`src/rtl/wrs_pkg.sv`:
```
// shared types and constants of the weighted running statistics block
// state machine codes, datapath operation codes, status group, fixed widths
// no dependencies
package wrs_pkg;

    localparam int WEIGHT_W   = 16;
    localparam int CRIT_W     = 16;
    localparam int WSUM_W     = 40;
    localparam int WSQ_W      = 56;
    localparam int DEV_W      = 64;
    localparam int VAR_W      = 48;
    localparam int SD_W       = 32;
    localparam int CV_W       = 32;
    localparam int HW_W       = 32;
    localparam int PROD_W     = 48;
    localparam int DIV_NUM_W  = 72;
    localparam int DIV_DEN_W  = 48;
    localparam int SQRT_ARG_W = 64;
    localparam int SQRT_RES_W = 32;

    localparam logic [CRIT_W-1:0] CRIT_RESET = 16'd502;
    localparam logic [WSUM_W-1:0] WSUM_ONE   = 40'd256;

    localparam logic CMD_ADD   = 1'b0;
    localparam logic CMD_CLEAR = 1'b1;

    typedef enum logic [4:0] {
        ST_IDLE,
        ST_PREP,
        ST_MEAN_DIV,
        ST_MEAN_WAIT,
        ST_MEAN_UPD,
        ST_DEV_MUL,
        ST_DEV_WAIT,
        ST_VAR_DIV,
        ST_VAR_WAIT,
        ST_QW_DIV,
        ST_QW_WAIT,
        ST_UNB_DIV,
        ST_UNB_WAIT,
        ST_SD_SQRT,
        ST_SD_WAIT,
        ST_CV_DIV,
        ST_CV_WAIT,
        ST_RT_SQRT,
        ST_RT_WAIT,
        ST_HW_MUL,
        ST_HW_DIV,
        ST_HW_WAIT,
        ST_PUBLISH
    } ctrl_state_t;

    typedef enum logic [4:0] {
        OP_NONE,
        OP_LOAD,
        OP_PREP,
        OP_MEAN_DIV,
        OP_MEAN_UPD,
        OP_MUL_START,
        OP_DEV_UPD,
        OP_VAR_DIV,
        OP_VAR_WR,
        OP_QW_DIV,
        OP_QW_WR,
        OP_UNB_DIV,
        OP_UNB_WR,
        OP_SD_SQRT,
        OP_SD_WR,
        OP_CV_DIV,
        OP_CV_WR,
        OP_RT_SQRT,
        OP_RT_WR,
        OP_HW_MUL,
        OP_HW_DIV,
        OP_HW_WR,
        OP_PUBLISH
    } dp_op_t;

    typedef struct packed {
        logic is_clear;
        logic wsum_nz;
        logic wsum_gt_one;
        logic wsum_gt_q;
        logic mean_nz;
        logic count_nz;
        logic div_done;
        logic sqrt_done;
        logic mul_done;
        logic out_full;
    } dp_status_t;

endpackage

```
`src/rtl/wrs_ctrl.sv`:
```
// sequencer of the statistics block: one operation code per cycle
// depends on wrs_pkg for state, operation and status types
module wrs_ctrl
(
    input  logic                clk,
    input  logic                rst_n,
    input  logic                in_valid,
    output logic                in_stall,
    input  wrs_pkg::dp_status_t status,
    output wrs_pkg::dp_op_t     op
);

    wrs_pkg::ctrl_state_t state_reg;
    wrs_pkg::ctrl_state_t state_next;

    always_ff @(posedge clk or negedge rst_n)
    begin
        if (!rst_n)
        begin
            state_reg <= wrs_pkg::ST_IDLE;
        end
        else
        begin
            state_reg <= state_next;
        end
    end

    always_comb
    begin
        state_next = state_reg;
        op         = wrs_pkg::OP_NONE;
        unique case (state_reg)
            wrs_pkg::ST_IDLE:
            begin
                if (in_valid)
                begin
                    op         = wrs_pkg::OP_LOAD;
                    state_next = wrs_pkg::ST_PREP;
                end
            end
            wrs_pkg::ST_PREP:
            begin
                if (status.is_clear)
                begin
                    state_next = wrs_pkg::ST_VAR_DIV;
                end
                else
                begin
                    op         = wrs_pkg::OP_PREP;
                    state_next = wrs_pkg::ST_MEAN_DIV;
                end
            end
            wrs_pkg::ST_MEAN_DIV:
            begin
                if (status.wsum_nz)
                begin
                    op         = wrs_pkg::OP_MEAN_DIV;
                    state_next = wrs_pkg::ST_MEAN_WAIT;
                end
                else
                begin
                    state_next = wrs_pkg::ST_DEV_MUL;
                end
            end
            wrs_pkg::ST_MEAN_WAIT:
            begin
                if (status.div_done)
                begin
                    state_next = wrs_pkg::ST_MEAN_UPD;
                end
            end
            wrs_pkg::ST_MEAN_UPD:
            begin
                op         = wrs_pkg::OP_MEAN_UPD;
                state_next = wrs_pkg::ST_DEV_MUL;
            end
            wrs_pkg::ST_DEV_MUL:
            begin
                op         = wrs_pkg::OP_MUL_START;
                state_next = wrs_pkg::ST_DEV_WAIT;
            end
            wrs_pkg::ST_DEV_WAIT:
            begin
                if (status.mul_done)
                begin
                    op         = wrs_pkg::OP_DEV_UPD;
                    state_next = wrs_pkg::ST_VAR_DIV;
                end
            end
            wrs_pkg::ST_VAR_DIV:
            begin
                if (status.wsum_gt_one)
                begin
                    op         = wrs_pkg::OP_VAR_DIV;
                    state_next = wrs_pkg::ST_VAR_WAIT;
                end
                else
                begin
                    state_next = wrs_pkg::ST_QW_DIV;
                end
            end
            wrs_pkg::ST_VAR_WAIT:
            begin
                if (status.div_done)
                begin
                    op         = wrs_pkg::OP_VAR_WR;
                    state_next = wrs_pkg::ST_QW_DIV;
                end
            end
            wrs_pkg::ST_QW_DIV:
            begin
                if (status.wsum_nz)
                begin
                    op         = wrs_pkg::OP_QW_DIV;
                    state_next = wrs_pkg::ST_QW_WAIT;
                end
                else
                begin
                    state_next = wrs_pkg::ST_SD_SQRT;
                end
            end
            wrs_pkg::ST_QW_WAIT:
            begin
                if (status.div_done)
                begin
                    op         = wrs_pkg::OP_QW_WR;
                    state_next = wrs_pkg::ST_UNB_DIV;
                end
            end
            wrs_pkg::ST_UNB_DIV:
            begin
                if (status.wsum_gt_q)
                begin
                    op         = wrs_pkg::OP_UNB_DIV;
                    state_next = wrs_pkg::ST_UNB_WAIT;
                end
                else
                begin
                    state_next = wrs_pkg::ST_SD_SQRT;
                end
            end
            wrs_pkg::ST_UNB_WAIT:
            begin
                if (status.div_done)
                begin
                    op         = wrs_pkg::OP_UNB_WR;
                    state_next = wrs_pkg::ST_SD_SQRT;
                end
            end
            wrs_pkg::ST_SD_SQRT:
            begin
                op         = wrs_pkg::OP_SD_SQRT;
                state_next = wrs_pkg::ST_SD_WAIT;
            end
            wrs_pkg::ST_SD_WAIT:
            begin
                if (status.sqrt_done)
                begin
                    op         = wrs_pkg::OP_SD_WR;
                    state_next = wrs_pkg::ST_CV_DIV;
                end
            end
            wrs_pkg::ST_CV_DIV:
            begin
                if (status.mean_nz)
                begin
                    op         = wrs_pkg::OP_CV_DIV;
                    state_next = wrs_pkg::ST_CV_WAIT;
                end
                else
                begin
                    state_next = wrs_pkg::ST_RT_SQRT;
                end
            end
            wrs_pkg::ST_CV_WAIT:
            begin
                if (status.div_done)
                begin
                    op         = wrs_pkg::OP_CV_WR;
                    state_next = wrs_pkg::ST_RT_SQRT;
                end
            end
            wrs_pkg::ST_RT_SQRT:
            begin
                if (status.count_nz)
                begin
                    op         = wrs_pkg::OP_RT_SQRT;
                    state_next = wrs_pkg::ST_RT_WAIT;
                end
                else
                begin
                    state_next = wrs_pkg::ST_PUBLISH;
                end
            end
            wrs_pkg::ST_RT_WAIT:
            begin
                if (status.sqrt_done)
                begin
                    op         = wrs_pkg::OP_RT_WR;
                    state_next = wrs_pkg::ST_HW_MUL;
                end
            end
            wrs_pkg::ST_HW_MUL:
            begin
                op         = wrs_pkg::OP_HW_MUL;
                state_next = wrs_pkg::ST_HW_DIV;
            end
            wrs_pkg::ST_HW_DIV:
            begin
                op         = wrs_pkg::OP_HW_DIV;
                state_next = wrs_pkg::ST_HW_WAIT;
            end
            wrs_pkg::ST_HW_WAIT:
            begin
                if (status.div_done)
                begin
                    op         = wrs_pkg::OP_HW_WR;
                    state_next = wrs_pkg::ST_PUBLISH;
                end
            end
            wrs_pkg::ST_PUBLISH:
            begin
                if (!status.out_full)
                begin
                    op         = wrs_pkg::OP_PUBLISH;
                    state_next = wrs_pkg::ST_IDLE;
                end
            end
            default:
            begin
                state_next = wrs_pkg::ST_IDLE;
            end
        endcase
    end

    assign in_stall = state_reg != wrs_pkg::ST_IDLE;

endmodule

```
`config.mk`:
```
export PLATFORM = sky130hd
export DESIGN_NAME = wrs_ctrl
export DESIGN_NICKNAME = d
export VERILOG_FILES = /design/src/rtl/wrs_pkg.sv /design/src/rtl/wrs_ctrl.sv
export SDC_FILE = /design/constraint.sdc
export NUM_CORES = 1
export LEC_CHECK = 0
export ABC_AREA = 1
export ABC_CLOCK_PERIOD_IN_PS = 3820
export BUFFER_PORTS_ARGS = -buffer_cell sky130_fd_sc_hd__buf_2
export CAP_MARGIN = 30
export CORE_MARGIN = 5
export CORE_UTILIZATION = 30
export DETAILED_ROUTE_END_ITERATION = 16
export PLACE_DENSITY_LB_ADDON = 0.2
export RECOVER_POWER = 50
export SYNTH_ARGS = -nofsm -noshare
export SYNTH_HDL_FRONTEND = slang
export SYNTH_SLANG_ARGS = --single-unit
```
`constraint.sdc`:
```
create_clock -name clk -period 3.82 [get_ports clk]
set_clock_uncertainty 0.05 [all_clocks]
set_input_delay 0.382 -clock clk [delete_from_list [all_inputs] [get_ports clk]]
set_output_delay 0.382 -clock clk [all_outputs]
set_load 0.005 [all_outputs]
```
==> reports/metrics.csv <==
metric;value;unit
wl_met3;254;microns
pwr-share-seq;0.197;
fillCellCount;380;
gp_congestion;0.9182;
rsz0062_at_grt;no;
start_util;0.3107;
cts_buffers;3;
clk-insertion-delay-late;0.23;ns
largest_register_ffs;5;
slew_headroom;0.6953;
dpl_cell_area;1047;sq um
yosys.area.top_type;nand2_1;
hold_buffers;1;
register_area;125.1;sq um
syn2layout_area_growth;13.85;%
die_h;66.23;microns
layout-drive-gt1-share;0.1508;
grt_pass1_wl;5.154;mm
crit_family;simple AND/OR/NAND/NOR gates;
crit_required;3.39;ns
ys_warn_count;0;
wirelength;3.068;mm
ant_nets;0;
io_pins;19;
die_area;4386;sq um
fmax;387.0;MHz
timing.final.crit_share;0.6765;
cts_tree;done;
rrSetupSlack;1.78;ns
cts_root_buf;clkbuf_4;
async_reset_ff_frac;1.000;
multi_input_area;699.4;sq um
synthCells;181;
cts_buffer_depth;2;
slew_violations;0;
nNetsFinal;213;
slowest_delay;0.54;ns
overflow;0;
synthMostInstantiatedCell;nand2_1;
synth-main-ff-cell;dfrtp_1;
power_density;763.9;nW/um^2
avgSynthCellArea;5.240;sq um
cp_slowest_cell;dfrtp_1;
p_sw_frac;0.6071;
p_sw;0.5007;mW
period_minus_slack;2.584;ns
ys_ff_latch;5;
clock-sinks;5;
cellInternalPower;0.3241;mW
clkPwrFrac;0.070;
grt_use_total;0.1500;
arrival;2.15;ns
maxCapViolations;0;
rr_worst_depth;9;
detail_route.drc_violations;0;
post_cts_buffers;0;
holdWs;0.4797;ns
tightest_slew;0.4570;ns
comb_power_share;0.732;
n_antenna_cell;0;
worstHoldPathType;input port to async pin;
synth_cell_type_count;26;
synth_top_cells_by_count;nand2_1 (53), nor2_1 (32), nand3_1 (31), inv_1 (15), nand4_1 (7);
htree_levels;1;
drt_first_pass_iters;5;
hold_viol_final;0;
synth_top_area_frac;0.2098;
die_w;66.23;microns
dp_hpwl;2.493;mm
tns;0;ns
drt_iter0_drc;63;
synth_edf_count;0;
stdcell_count;243;
start_kind;flip-flop;
cp_max_fo;14;
synth_nets;194;
avgViaCountPerCell;5.115;
path_clk_slew;0.04;ns
wl_met2;1.387;mm
port_buffers;18;
top_layer_used;met4;
rows;20;
r2r_end;state_reg[0]$_DFFE_PN0P_;
cp_num_buf_inv;2;
outcome;completed;
grt_max_degree;15;
critPathCaptureType;output pin;
wl_met1;1.354;mm
final_area;1080;sq um
cp_cell_sequence;inv_1, nand3_1, nor2_1, nand2_1, nand2_1, nor2_1, nand3_1, buf_2;
leakagePower;0.6275;nW
mappedNetlistArea;948.4;sq um
synth.area.top_cells;nand2_1 (21%), nand3_1 (16%), dfrtp_1 (13%);
wire_per_inst;12.63;microns
setup_viol;0;
r2r-start;state_reg[4]$_DFFE_PN0P_;
crit_type;flip-flop to output pin;
antenna_found_initial;0;
cts_resized;0;
grt_pass1_vias;1174;
coreArea;3053;sq um
vias;1243;
synth-seq-area-share;0.1319;
vdd_drop_max;0.2282;mV
place_inst;238;
## area by class of cell
class                      instances  share of cell area
inverter                          20             0.06952
multi-input combinational        151              0.6477
timing repair buffer              19             0.09154
clock buffer                       4             0.02433
tap                               44             0.05098
sequential                         5              0.1159
## placed cells by master (no fill, tap or decap), drive strengths merged
cell type / n
a21oi: 3
nand4: 7
dfrtp: 5
o211ai: 1
nand3b: 1
nand2: 55
nor4: 1
nand3: 32
or2: 1
inv: 19
o22ai: 1
clkinv: 1
o21ai: 4
nor3b: 2
clkbuf: 5
nor2: 37
o311ai: 1
dlygate4sd3: 1
a21boi: 1
buf: 17
nor3: 4
## worst max path at each step
stage | start | endpoint | slack (ns) | cells past startpoint
after floorplan | state_reg[2]$_DFFE_PN0P_ | op[1] | 2.24 | 8
after global placement | state_reg[4]$_DFFE_PN0P_ | op[0] | 1.64 | 8
after detailed placement | state_reg[4]$_DFFE_PN0P_ | op[0] | 1.69 | 8
after CTS | state_reg[4]$_DFFE_PN0P_ | op[0] | 1.42 | 8
after global routing | state_reg[4]$_DFFE_PN0P_ | op[1] | 1.05 | 8
final | state_reg[4]$_DFFE_PN0P_ | op[2] | 1.24 | 8
## power by group through the flow
stage          clock network [mW]  logic [mW]  registers, mW
2_1_floorplan                   0       0.516          0.101
3_3_place_gp                    0       0.617          0.163
3_5_place_dp                    0       0.599          0.161
4_1_cts                    0.0609       0.603          0.161
5_1_grt                    0.0664       0.682          0.167
6_report                   0.0580       0.604          0.163
## metrics by stage
step | setup slack, ns | util | power, mW
after floorplan | 2.241 | - | 0.6171
after global placement | 1.642 | 0.3430 | 0.7803
after detailed placement | 1.688 | 0.3430 | 0.7600
after CTS | 1.424 | 0.3549 | 0.8245
after global routing | 1.053 | 0.3537 | 0.9157
final | 1.236 | 0.3537 | 0.8248
## per-layer routing
metal,vias to the layer above,track usage
li1,632,-
met1,545,0.2000
met2,58,0.2255
met4,0,0.07868
met5,-,0
met3,8,0.02891
## kinds of logic (layout without fill, tap and decap cells)
kind of cell,Yosys count,in the layout,share of synthesized area
DFF,5,5,0.1319
and+or+nand+nor,140,140,0.6715
AOI/OAI and AO/OA,11,11,0.06861
buffers and inverters,25,43,0.1280
Power figures use the tool's default switching activity.
